## src/hw/rtl/rcws_pkg.sv

```systemverilog
package rcws_pkg;

   // Default configuration of the core
   localparam int MAX_LEN_DEF     = 16;
   localparam int PRICE_WIDTH_DEF = 16;

   // Fixed widths of the channel payloads
   localparam int OP_W       = 1;
   localparam int IDX_W      = 5;
   localparam int PRICE_IN_W = 16;
   localparam int ROD_W      = 5;
   localparam int KIND_W     = 1;
   localparam int RES_W      = 20;

   localparam logic [RES_W-1:0] VALUE_MAX = {RES_W{1'b1}};

   // Operation codes on the request channel
   localparam logic [OP_W-1:0] OP_LOAD  = 1'b0;
   localparam logic [OP_W-1:0] OP_SOLVE = 1'b1;

   // Kinds of result on the response channel
   localparam logic [KIND_W-1:0] KIND_REVENUE = 1'b0;
   localparam logic [KIND_W-1:0] KIND_PIECE   = 1'b1;

   typedef enum logic [2:0] {
      ST_IDLE,
      ST_FILL,
      ST_TAIL,
      ST_REV,
      ST_WALK_RD,
      ST_WALK_EMIT
   } state_type;

endpackage

```

## src/hw/rtl/rcws_if.sv

```systemverilog
interface rcws_req_if;
   logic                            valid;
   logic                            ready;
   logic [rcws_pkg::OP_W-1:0]       operation;
   logic [rcws_pkg::IDX_W-1:0]      piece_index;
   logic [rcws_pkg::PRICE_IN_W-1:0] piece_price;
   logic [rcws_pkg::ROD_W-1:0]      rod_length;

   modport source (
      output valid, operation, piece_index, piece_price, rod_length,
      input  ready
   );
   modport sink (
      input  valid, operation, piece_index, piece_price, rod_length,
      output ready
   );
endinterface

interface rcws_rsp_if;
   logic                        valid;
   logic                        ready;
   logic [rcws_pkg::KIND_W-1:0] result_kind;
   logic [rcws_pkg::RES_W-1:0]  result_value;
   logic                        last_result;

   modport source (
      output valid, result_kind, result_value, last_result,
      input  ready
   );
   modport sink (
      input  valid, result_kind, result_value, last_result,
      output ready
   );
endinterface

```

## src/hw/rtl/rod_cut_with_solution_core.sv

```systemverilog
// Rod cutting core. A load transaction (operation 0) writes the price of one piece length
// (1..MAX_LEN); indexes outside that range are dropped, and all prices are
// zero after reset. A solve transaction (operation 1) takes a rod length, saturated to MAX_LEN,
// fills the best-revenue and first-cut tables bottom up and then returns one revenue
// transaction followed by the cut piece lengths, smallest winning first piece on ties, with
// last_result set on the final one. Length zero returns a single revenue of 0. Revenue above
// the 20-bit result field saturates to all ones. Filling uses the single adder-comparator,
// fed by one price-table read and one best-revenue read per cycle while a length is filled,
// and each length's result is written back once its final candidate has been compared;
// the request side is not ready during a solve.
// A new transaction is taken while the last result still waits in the output register.
module rod_cut_with_solution_core #(
   parameter int MAX_LEN     = rcws_pkg::MAX_LEN_DEF,
   parameter int PRICE_WIDTH = rcws_pkg::PRICE_WIDTH_DEF
) (
   input  logic              clock,
   input  logic              reset,
   rcws_req_if.sink          req_ch,
   rcws_rsp_if.source        rsp_ch
);

   localparam int LEN_W   = $clog2(MAX_LEN + 1);
   localparam int PADDR_W = $clog2(MAX_LEN > 1 ? MAX_LEN : 2);
   localparam int REV_W   = PRICE_WIDTH + LEN_W;
   localparam int ENTRY_W = REV_W + LEN_W;
   localparam int CMP_W   = (REV_W > rcws_pkg::RES_W) ? REV_W : rcws_pkg::RES_W;

   // Sequencer state and loop counters
   rcws_pkg::state_type state_ff, state_in;
   logic [LEN_W-1:0]    n_ff, n_in;
   logic [LEN_W-1:0]    len_ff, len_in;
   logic [LEN_W-1:0]    cut_ff, cut_in;
   logic [LEN_W-1:0]    rest_ff, rest_in;

   // Price table: RAM plus a valid bit per entry, so that reset reads as zero
   logic [MAX_LEN-1:0]     price_vld_ff, price_vld_in;
   logic                   price_we;
   logic [PADDR_W-1:0]     price_waddr;
   logic [PRICE_WIDTH-1:0] price_wdata;
   logic [PADDR_W-1:0]     price_raddr;
   logic [PRICE_WIDTH-1:0] price_rdata;

   // Best revenue and first cut, held together per length
   logic               dp_we;
   logic [LEN_W-1:0]   dp_waddr;
   logic [ENTRY_W-1:0] dp_wdata;
   logic [LEN_W-1:0]   dp_raddr;
   logic [ENTRY_W-1:0] dp_rdata;
   logic [REV_W-1:0]   dp_rev;
   logic [LEN_W-1:0]   dp_cut;

   // Compare stage of the shared add/compare unit
   logic             issue;
   logic             cmp_valid_ff;
   logic [LEN_W-1:0] cmp_cut_ff;
   logic             cmp_first_ff;
   logic             pv_ff;
   logic [REV_W-1:0] best_ff;
   logic [LEN_W-1:0] choice_ff;
   logic [PRICE_WIDTH-1:0] price_val;
   logic [REV_W-1:0] cand;
   logic             take;
   logic [REV_W-1:0] best_next;
   logic [LEN_W-1:0] choice_next;

   // Reconstruction
   logic [LEN_W-1:0] piece;
   logic [LEN_W-1:0] rest_left;

   // Output register
   logic                              rsp_valid_ff, rsp_valid_in;
   logic [rcws_pkg::KIND_W-1:0]       rsp_kind_ff, rsp_kind_in;
   logic [rcws_pkg::RES_W-1:0]        rsp_value_ff, rsp_value_in;
   logic                              rsp_last_ff, rsp_last_in;
   logic                              out_free;
   logic                              emit;
   logic [rcws_pkg::KIND_W-1:0]       emit_kind;
   logic [rcws_pkg::RES_W-1:0]        emit_value;
   logic                              emit_last;
   logic [CMP_W-1:0]                  rev_wide;
   logic [rcws_pkg::RES_W-1:0]        rev_sat;

   // Request decode
   logic             req_ready;
   logic             req_fire;
   logic             load_ok;
   logic [LEN_W-1:0] n_sat;

   assign req_fire = req_ch.valid && req_ready;
   assign load_ok  = (req_ch.piece_index != '0) &&
                     (32'(req_ch.piece_index) <= 32'(MAX_LEN));
   assign n_sat    = (32'(req_ch.rod_length) > 32'(MAX_LEN)) ? LEN_W'(MAX_LEN)
                                                             : LEN_W'(req_ch.rod_length);

   // Price writes come straight from an accepted load transaction
   assign price_we    = req_fire && (req_ch.operation == rcws_pkg::OP_LOAD) && load_ok;
   assign price_waddr = PADDR_W'(req_ch.piece_index - rcws_pkg::IDX_W'(1));
   assign price_wdata = PRICE_WIDTH'(req_ch.piece_price);
   assign price_raddr = PADDR_W'(cut_ff - LEN_W'(1));

   always_comb begin
      price_vld_in = price_vld_ff;
      if (price_we) begin
         price_vld_in[price_waddr] = 1'b1;
      end
   end

   rcws_ram #(
      .WIDTH (PRICE_WIDTH),
      .DEPTH (MAX_LEN)
   ) u_price_ram (
      .clock (clock),
      .we    (price_we),
      .waddr (price_waddr),
      .wdata (price_wdata),
      .raddr (price_raddr),
      .rdata (price_rdata)
   );

   rcws_ram #(
      .WIDTH (ENTRY_W),
      .DEPTH (MAX_LEN + 1)
   ) u_dp_ram (
      .clock (clock),
      .we    (dp_we),
      .waddr (dp_waddr),
      .wdata (dp_wdata),
      .raddr (dp_raddr),
      .rdata (dp_rdata)
   );

   assign dp_rev = dp_rdata[ENTRY_W-1:LEN_W];
   assign dp_cut = dp_rdata[LEN_W-1:0];

   // Read best revenue of the remainder while filling, else of the length being walked
   assign dp_raddr = (state_ff == rcws_pkg::ST_FILL) ? (len_ff - cut_ff) : rest_ff;

   // Shared add/compare: price of the first piece plus best revenue of what is left.
   // Strict greater-than keeps the smallest first piece on ties.
   assign price_val   = pv_ff ? price_rdata : '0;
   assign cand        = REV_W'(price_val) + dp_rev;
   assign take        = cmp_first_ff || (cand > best_ff);
   assign best_next   = take ? cand : best_ff;
   assign choice_next = take ? cmp_cut_ff : choice_ff;

   // Walk the first-cut table; guard against a piece longer than the remainder
   assign piece     = ((dp_cut == '0) || (dp_cut > rest_ff)) ? rest_ff : dp_cut;
   assign rest_left = rest_ff - piece;

   assign rev_wide = CMP_W'(best_ff);
   assign rev_sat  = (rev_wide > CMP_W'(rcws_pkg::VALUE_MAX)) ? rcws_pkg::VALUE_MAX
                                                             : rcws_pkg::RES_W'(rev_wide);

   assign out_free = !rsp_valid_ff || rsp_ch.ready;

   // Next state
   always_comb begin
      state_in = state_ff;
      case (state_ff)
         rcws_pkg::ST_IDLE: begin
            if (req_fire && (req_ch.operation == rcws_pkg::OP_SOLVE)) begin
               state_in = (n_sat == '0) ? rcws_pkg::ST_REV : rcws_pkg::ST_FILL;
            end
         end
         rcws_pkg::ST_FILL: begin
            if (cut_ff == len_ff) begin
               state_in = rcws_pkg::ST_TAIL;
            end
         end
         rcws_pkg::ST_TAIL: begin
            state_in = (len_ff == n_ff) ? rcws_pkg::ST_REV : rcws_pkg::ST_FILL;
         end
         rcws_pkg::ST_REV: begin
            if (out_free) begin
               state_in = (n_ff == '0) ? rcws_pkg::ST_IDLE : rcws_pkg::ST_WALK_RD;
            end
         end
         rcws_pkg::ST_WALK_RD: begin
            state_in = rcws_pkg::ST_WALK_EMIT;
         end
         rcws_pkg::ST_WALK_EMIT: begin
            if (out_free) begin
               state_in = (rest_left == '0) ? rcws_pkg::ST_IDLE : rcws_pkg::ST_WALK_RD;
            end
         end
         default: begin
            state_in = rcws_pkg::ST_IDLE;
         end
      endcase
   end

   // Sequencer outputs and counter updates
   always_comb begin
      req_ready  = 1'b0;
      issue      = 1'b0;
      dp_we      = 1'b0;
      dp_waddr   = len_ff;
      dp_wdata   = {best_next, choice_next};
      emit       = 1'b0;
      emit_kind  = rcws_pkg::KIND_REVENUE;
      emit_value = rev_sat;
      emit_last  = 1'b0;
      n_in       = n_ff;
      len_in     = len_ff;
      cut_in     = cut_ff;
      rest_in    = rest_ff;
      case (state_ff)
         rcws_pkg::ST_IDLE: begin
            req_ready = 1'b1;
            if (req_fire && (req_ch.operation == rcws_pkg::OP_SOLVE)) begin
               // Seed length zero: no revenue, no cut
               dp_we    = 1'b1;
               dp_waddr = '0;
               dp_wdata = '0;
               n_in     = n_sat;
               len_in   = LEN_W'(1);
               cut_in   = LEN_W'(1);
               rest_in  = n_sat;
            end
         end
         rcws_pkg::ST_FILL: begin
            issue = 1'b1;
            if (cut_ff != len_ff) begin
               cut_in = cut_ff + LEN_W'(1);
            end
         end
         rcws_pkg::ST_TAIL: begin
            // Last candidate is in the compare stage: store the winner
            dp_we  = 1'b1;
            len_in = len_ff + LEN_W'(1);
            cut_in = LEN_W'(1);
         end
         rcws_pkg::ST_REV: begin
            emit       = out_free;
            emit_kind  = rcws_pkg::KIND_REVENUE;
            emit_value = (n_ff == '0) ? '0 : rev_sat;
            emit_last  = (n_ff == '0);
         end
         rcws_pkg::ST_WALK_RD: begin
         end
         rcws_pkg::ST_WALK_EMIT: begin
            emit       = out_free;
            emit_kind  = rcws_pkg::KIND_PIECE;
            emit_value = rcws_pkg::RES_W'(piece);
            emit_last  = (rest_left == '0);
            if (out_free) begin
               rest_in = rest_left;
            end
         end
         default: begin
         end
      endcase
   end

   // Output register: load on emit, drop once taken
   always_comb begin
      rsp_valid_in = rsp_valid_ff;
      rsp_kind_in  = rsp_kind_ff;
      rsp_value_in = rsp_value_ff;
      rsp_last_in  = rsp_last_ff;
      if (rsp_valid_ff && rsp_ch.ready) begin
         rsp_valid_in = 1'b0;
      end
      if (emit) begin
         rsp_valid_in = 1'b1;
         rsp_kind_in  = emit_kind;
         rsp_value_in = emit_value;
         rsp_last_in  = emit_last;
      end
   end

   always_ff @(posedge clock) begin
      if (reset) begin
         state_ff     <= rcws_pkg::ST_IDLE;
         price_vld_ff <= '0;
         cmp_valid_ff <= 1'b0;
         rsp_valid_ff <= 1'b0;
         cut_ff       <= LEN_W'(1);
      end else begin
         state_ff     <= state_in;
         price_vld_ff <= price_vld_in;
         cmp_valid_ff <= issue;
         rsp_valid_ff <= rsp_valid_in;
         cut_ff       <= cut_in;
      end
   end

   always_ff @(posedge clock) begin
      n_ff         <= n_in;
      len_ff       <= len_in;
      rest_ff      <= rest_in;
      cmp_cut_ff   <= cut_ff;
      cmp_first_ff <= (cut_ff == LEN_W'(1));
      pv_ff        <= price_vld_ff[price_raddr];
      rsp_kind_ff  <= rsp_kind_in;
      rsp_value_ff <= rsp_value_in;
      rsp_last_ff  <= rsp_last_in;
      if (cmp_valid_ff) begin
         best_ff   <= best_next;
         choice_ff <= choice_next;
      end
   end

   assign req_ch.ready        = req_ready;
   assign rsp_ch.valid        = rsp_valid_ff;
   assign rsp_ch.result_kind  = rsp_kind_ff;
   assign rsp_ch.result_value = rsp_value_ff;
   assign rsp_ch.last_result  = rsp_last_ff;

   // The inner loop never runs past the length being solved
   a_fill_bounds: assert property (@(posedge clock) disable iff (reset)
      (state_ff == rcws_pkg::ST_FILL) |->
         (cut_ff != '0) && (cut_ff <= len_ff) && (len_ff <= n_ff))
      else $error("fill counters out of range");

   // Write-back only when the final candidate of the length is being compared
   a_tail_has_cand: assert property (@(posedge clock) disable iff (reset)
      (state_ff == rcws_pkg::ST_TAIL) |-> cmp_valid_ff && (cmp_cut_ff == len_ff))
      else $error("write-back without final candidate");

   // A walked length is always a real remainder of the rod
   a_walk_rest: assert property (@(posedge clock) disable iff (reset)
      (state_ff == rcws_pkg::ST_WALK_EMIT) |-> (rest_ff != '0) && (rest_ff <= n_ff))
      else $error("walk remainder out of range");

   // A result is never overwritten before it is taken
   a_no_overwrite: assert property (@(posedge clock) disable iff (reset)
      (rsp_valid_ff && !rsp_ch.ready) |=> $stable(rsp_value_ff) && rsp_valid_ff)
      else $error("pending result overwritten");

endmodule

```

## src/hw/rtl/rcws_ram.sv

```systemverilog
module rcws_ram #(
   parameter int WIDTH = 8,
   parameter int DEPTH = 16
) (
   input  logic                                     clock,
   input  logic                                     we,
   input  logic [$clog2(DEPTH > 1 ? DEPTH : 2)-1:0] waddr,
   input  logic [WIDTH-1:0]                         wdata,
   input  logic [$clog2(DEPTH > 1 ? DEPTH : 2)-1:0] raddr,
   output logic [WIDTH-1:0]                         rdata
);

   logic [WIDTH-1:0] mem_ff [DEPTH];
   logic [WIDTH-1:0] rdata_ff;

   always_ff @(posedge clock) begin
      if (we) begin
         mem_ff[waddr] <= wdata;
      end
      rdata_ff <= mem_ff[raddr];
   end

   assign rdata = rdata_ff;

endmodule

```

## src/flat_wrapper.sv

```systemverilog
// flat-port wrapper written by rule: the top's interface ports become plain ports
module rod_cut_with_solution_core_flat 
#(
   parameter int MAX_LEN     = rcws_pkg::MAX_LEN_DEF,
   parameter int PRICE_WIDTH = rcws_pkg::PRICE_WIDTH_DEF
)
  (clock, reset, req_ch_valid, req_ch_operation, req_ch_piece_index, req_ch_piece_price, req_ch_rod_length, req_ch_ready, rsp_ch_valid, rsp_ch_result_kind, rsp_ch_result_value, rsp_ch_last_result, rsp_ch_ready);
  rcws_req_if req_ch_i ();
  rcws_rsp_if rsp_ch_i ();
  input  logic clock;
  input  logic reset;
  input wire logic [$bits(req_ch_i.valid)-1:0] req_ch_valid;
  input wire logic [$bits(req_ch_i.operation)-1:0] req_ch_operation;
  input wire logic [$bits(req_ch_i.piece_index)-1:0] req_ch_piece_index;
  input wire logic [$bits(req_ch_i.piece_price)-1:0] req_ch_piece_price;
  input wire logic [$bits(req_ch_i.rod_length)-1:0] req_ch_rod_length;
  output wire logic [$bits(req_ch_i.ready)-1:0] req_ch_ready;
  output wire logic [$bits(rsp_ch_i.valid)-1:0] rsp_ch_valid;
  output wire logic [$bits(rsp_ch_i.result_kind)-1:0] rsp_ch_result_kind;
  output wire logic [$bits(rsp_ch_i.result_value)-1:0] rsp_ch_result_value;
  output wire logic [$bits(rsp_ch_i.last_result)-1:0] rsp_ch_last_result;
  input wire logic [$bits(rsp_ch_i.ready)-1:0] rsp_ch_ready;
  assign req_ch_i.valid = req_ch_valid;
  assign req_ch_i.operation = req_ch_operation;
  assign req_ch_i.piece_index = req_ch_piece_index;
  assign req_ch_i.piece_price = req_ch_piece_price;
  assign req_ch_i.rod_length = req_ch_rod_length;
  assign req_ch_ready = req_ch_i.ready;
  assign rsp_ch_valid = rsp_ch_i.valid;
  assign rsp_ch_result_kind = rsp_ch_i.result_kind;
  assign rsp_ch_result_value = rsp_ch_i.result_value;
  assign rsp_ch_last_result = rsp_ch_i.last_result;
  assign rsp_ch_i.ready = rsp_ch_ready;
  rod_cut_with_solution_core #(.MAX_LEN(MAX_LEN), .PRICE_WIDTH(PRICE_WIDTH)) u_core (.clock(clock), .reset(reset), .req_ch(req_ch_i), .rsp_ch(rsp_ch_i));
endmodule
```

## config.mk

```make
export PLATFORM = sky130hd
export DESIGN_NAME = rod_cut_with_solution_core_flat
export DESIGN_NICKNAME = d
export VERILOG_FILES = /design/src/hw/rtl/rcws_pkg.sv /design/src/hw/rtl/rcws_if.sv /design/src/hw/rtl/rod_cut_with_solution_core.sv /design/src/hw/rtl/rcws_ram.sv /design/src/flat_wrapper.sv
export SDC_FILE = /design/constraint.sdc
export NUM_CORES = 1
export LEC_CHECK = 0
export CELL_PAD_IN_SITES_DETAIL_PLACEMENT = 0
export CELL_PAD_IN_SITES_GLOBAL_PLACEMENT = 1
export CORE_MARGIN = 2
export CORE_UTILIZATION = 40
export DETAILED_ROUTE_END_ITERATION = 8
export DONT_BUFFER_PORTS = 1
export PLACE_DENSITY = 0.71
export SETUP_SLACK_MARGIN = 0.4
export SLEW_MARGIN = 20
export SYNTH_ARGS = -nofsm -noshare
export SYNTH_HDL_FRONTEND = slang
export SYNTH_SLANG_ARGS = --single-unit
```

## constraint.sdc

```tcl
create_clock -name clock -period 4.8 [get_ports clock]
set_input_delay 0 -clock clock [delete_from_list [all_inputs] [get_ports clock]]
set_output_delay 0 -clock clock [all_outputs]
set_load 0.01 [all_outputs]
```

==> flow_summary.toml <==
[sta]
relSlewSlack = 0.233
timing.fmax_mhz = 232
maxSlewViolCount = 0
period_share = 0.897
tns_ns = 0
period_minus_slack_ns = 4.31
rsz0062_at_grt = "yes"
finClkSkew_ns = 0.0293
worst_pin_slew_ns = 1.15
finalHoldViolCount = 0
finalSetupViolCount = 0

[clock_tree]
cts_made_buffers = 85
cts_buffer_depth = 3
clk_latency_ns = 0.65
cts_tree = "built"
root_buffer = "clkbuf_16"
clk_pin_slew_ns = 0.06
h-tree-depth = 3
cts_sinks = 836

[die]
core_region_area_um2 = 86300
die_area_um2 = 89100
die_w_um = 299
pin_count = 55
fp.dieH_um = 299
rows = 108
floorplan.initialDensity = 0.402

[logic_synthesis]
synth_area_leader_cell = "edfxtp_1"
syn_area_per_cell_um2 = 15.3
synth_edf_count = 761
syn_nets = 2361
synth-seq-area-share = 0.702
ys_ff_latch = 836
yosysWarnings = 0
synth.most_common_cell = "edfxtp_1"
synth_top_area_frac = 0.659
syn_area_um2 = 34700
ys.flop_type = "edfxtp_1"
synthTopCellsByCount = "edfxtp_1, nand2_1, mux2i_1, nand3_1, mux4_2"
syn_inst = 2273
netlist-cell-type-count = 76
async_reset_ff_frac = 0
synthTopCellsByArea = "edfxtp_1, mux4_2, dfxtp_1"

[hold_path]
whs_endpoint = "u_core.u_price_ram.mem_ff[11][11]"
min_delay_path_depth = 3
min_path_type = "in -> reg"
hold_start = "req_ch_piece_index[3]"

[worst_setup_path]
cp_num_buf_inv = 10
cp_common_cell = "buf_4"
cp_slowest_stage_delay_ns = 0.34
worst_setup_path_end_kind = "flop"
r2r-start = "u_core.pv_ff"
r2r_cells = 24
cp_top_family = "buffers and inverters"
critPathLaunchType = "flop"
r2r-end = "u_core.u_dp_ram.mem_ff[5][8]"
cp.required_ns = 5.30
critPathArrivalTime_ns = 4.81
path_cells = "buf_4 > and2_4 > ha_4 > buf_4 > o211ai_1 > a21boi_2 > o211ai_1 > buf_4 > mux2i_1 > o211ai_1 > inv_1 > ha_4 > and4_4 > buf_6 > nand4_1 > o22a_1 > buf_4 > nand4_1 > buf_6 > buf_6 > clkbuf_16 > nand3_4 > a21oi_4 > clkbuf_16"
crit_start = "u_core.pv_ff"
crit_path_max_fanout = 8
worstSetupPathType = "reg -> reg"
slowest_stage = "dfxtp_2"
rrSetupSlack_ns = 0.49
path_depth = 24

[global_routing]
use_met2 = 0.346
antenna_found_initial = 4
grt_pass1_vias = 20800
grt_start_max_net_pins = 78
grtUsageMet3 = 0.0289
grt_pass1_wl_mm = 136
grt-ovfl-total = 0
busiest_layer = "met2"
grt_use_met1 = 0.278
grt.total_usage = 0.205

[routing]
route.detailed.drc = 0
drt-pass1-iter-count = 5
wire_per_inst_um = 25.3
dr.first_iter.drc_count = 1962
vias = 20800
finalWirelength_mm = 92.9
detail_route.vias_per_cell = 5.68
ant_nets = 0

[finish]
multiInputGateArea_um2 = 10500
fin_util = 0.479
antennaDiodeCount = 0
drive_gt1_frac = 0.212
fin_nets = 2536
ff_latch_area_um2 = 24400
fillers = 7219
area_delta_synth_final_pct = 19.2

[run_status]
outcome = "complete, no violations"

[power_and_ir_drop]
pwr_density_cell_nw_per_um2 = 614
leakage_nw = 14.3
vdd_ir_drop_max_mv = 0.459
p_total_w = 0.0254

[placed_design]
place.gp.congestion = 0.949
hpwlAfterDp_mm = 55.5
portBuffers = 0

[flow_run]
maxCapViolations = 0
==> metal layers <==
metal,up-vias,routed length (um)
met3,156,5610
met1,10700,38700
met4,2,2750
met2,797,45900
met5,-,13
li1,9217,-
==> cell usage in the layout (no fill, tap or decap), types with 25 or more instances in the layout <==
cell type / netlist / layout
clkbuf_16: 0 / 91
o21ai_0: 51 / 36
buf_4: 5 / 127
o32ai_1: 25 / 25
dlygate4sd3_1: 0 / 37
inv_1: 49 / 48
dfxtp_1: 75 / 73
a21oi_1: 57 / 36
a22oi_1: 29 / 29
nand2_1: 259 / 255
nand4_1: 64 / 64
nor2_1: 78 / 51
buf_12: 0 / 29
edfxtp_1: 761 / 761
ha_1: 54 / 39
mux2i_1: 140 / 138
nand3_1: 110 / 107
a211oi_1: 65 / 55
mux4_2: 85 / 85
==> area by class of cell <==
cell class | instances | share of cell area
sequential | 836 | 0.589
multi-input combinational | 1264 | 0.254
clock buffer | 109 | 0.0555
timing repair buffer | 212 | 0.0529
tap | 1155 | 0.0349
clock inverter | 48 | 0.00913
inverter | 49 | 0.00444
==> power breakdown <==
group,internal (W),switching [W]
sequential,0.00914,0.000443
combinational,0.00375,0.00574
clock,0.00357,0.00276
==> worst min-delay path, stage by stage <==
cell and delay [ns]:
nand3_1 0.19, nor2_2 0.05, buf_4 0.24
==> logic make-up after synthesis <==
logic type / count (synthesis) / share of synthesized area
AO/OA/AOI/OAI: 326 / 0.0654
XOR/XNOR: 33 / 0.00833
adder cells (fa/ha/maj): 57 / 0.0212
buffers and inverters: 174 / 0.0214
flip-flops: 836 / 0.702
multiplexers: 232 / 0.0979
AND/OR/NAND/NOR: 615 / 0.0839
==> registers in the layout, indices dropped and copies added (netlist names) <==
| register | count |
|---|---|
| u_core.rsp_ch.valid | 1 |
| u_core.rsp_ch.result_value | 20 |
| u_core.pv_ff | 1 |
| u_core.len_ff | 5 |
| u_core.rsp_ch.last_result | 1 |
| u_core.u_dp_ram.rdata | 26 |
| u_core.cmp_cut_ff | 5 |
| u_core.state_ff | 3 |
| u_core.n_ff | 5 |
| u_core.u_dp_ram.mem_ff | 442 |
| u_core.cut_ff | 5 |
| u_core.cmp_first_ff | 1 |
| u_core.rsp_ch.result_kind | 1 |
| u_core.cmp_valid_ff | 1 |
| u_core.u_price_ram.mem_ff | 256 |
| u_core.choice_ff | 5 |
| u_core.rest_ff | 5 |
| u_core.best_ff | 21 |
| u_core.price_vld_ff | 16 |
| u_core.u_price_ram.rdata | 16 |
==> through the flow <==
step | cell area, um^2 | setup slack, ns | hold slack [ns] | std cells
after floorplan | 34800 | 0.256 | 0.0989 | 2273
after global placement | 37400 | 0.155 | 0.0729 | 3451
after detailed placement | 37400 | 0.0406 | 0.0762 | 3451
after CTS | 40700 | 0.406 | 0.00174 | 3651
after global routing | 41400 | 0.353 | 0.0375 | 3673
final | 41400 | 0.494 | 0.0442 | 3673
==> worst max path at each step <==
stage / to
finish: u_core.u_dp_ram.mem_ff[5][8]
CTS: u_core.u_dp_ram.mem_ff[16][9]
global route: u_core.u_dp_ram.mem_ff[5][8]
floorplan: u_core.u_dp_ram.mem_ff[0][22]
detailed placement: u_core.u_dp_ram.mem_ff[8][13]
global placement: u_core.best_ff[6]
==> repair_timing <==
| action | in CTS | in global routing |
|---|---|---|
| pin swaps | 7 | 25 |
| hold buffers | 37 | 0 |
| resized for setup | 44 | 92 |
| hold endpoints to repair | 452 | 0 |
| endpoints found under the setup margin | 459 | 459 |
| gates cloned | 1 | 7 |
| buffers inserted | 5 | 15 |
Note: power is estimated with default switching activity, not from simulation.
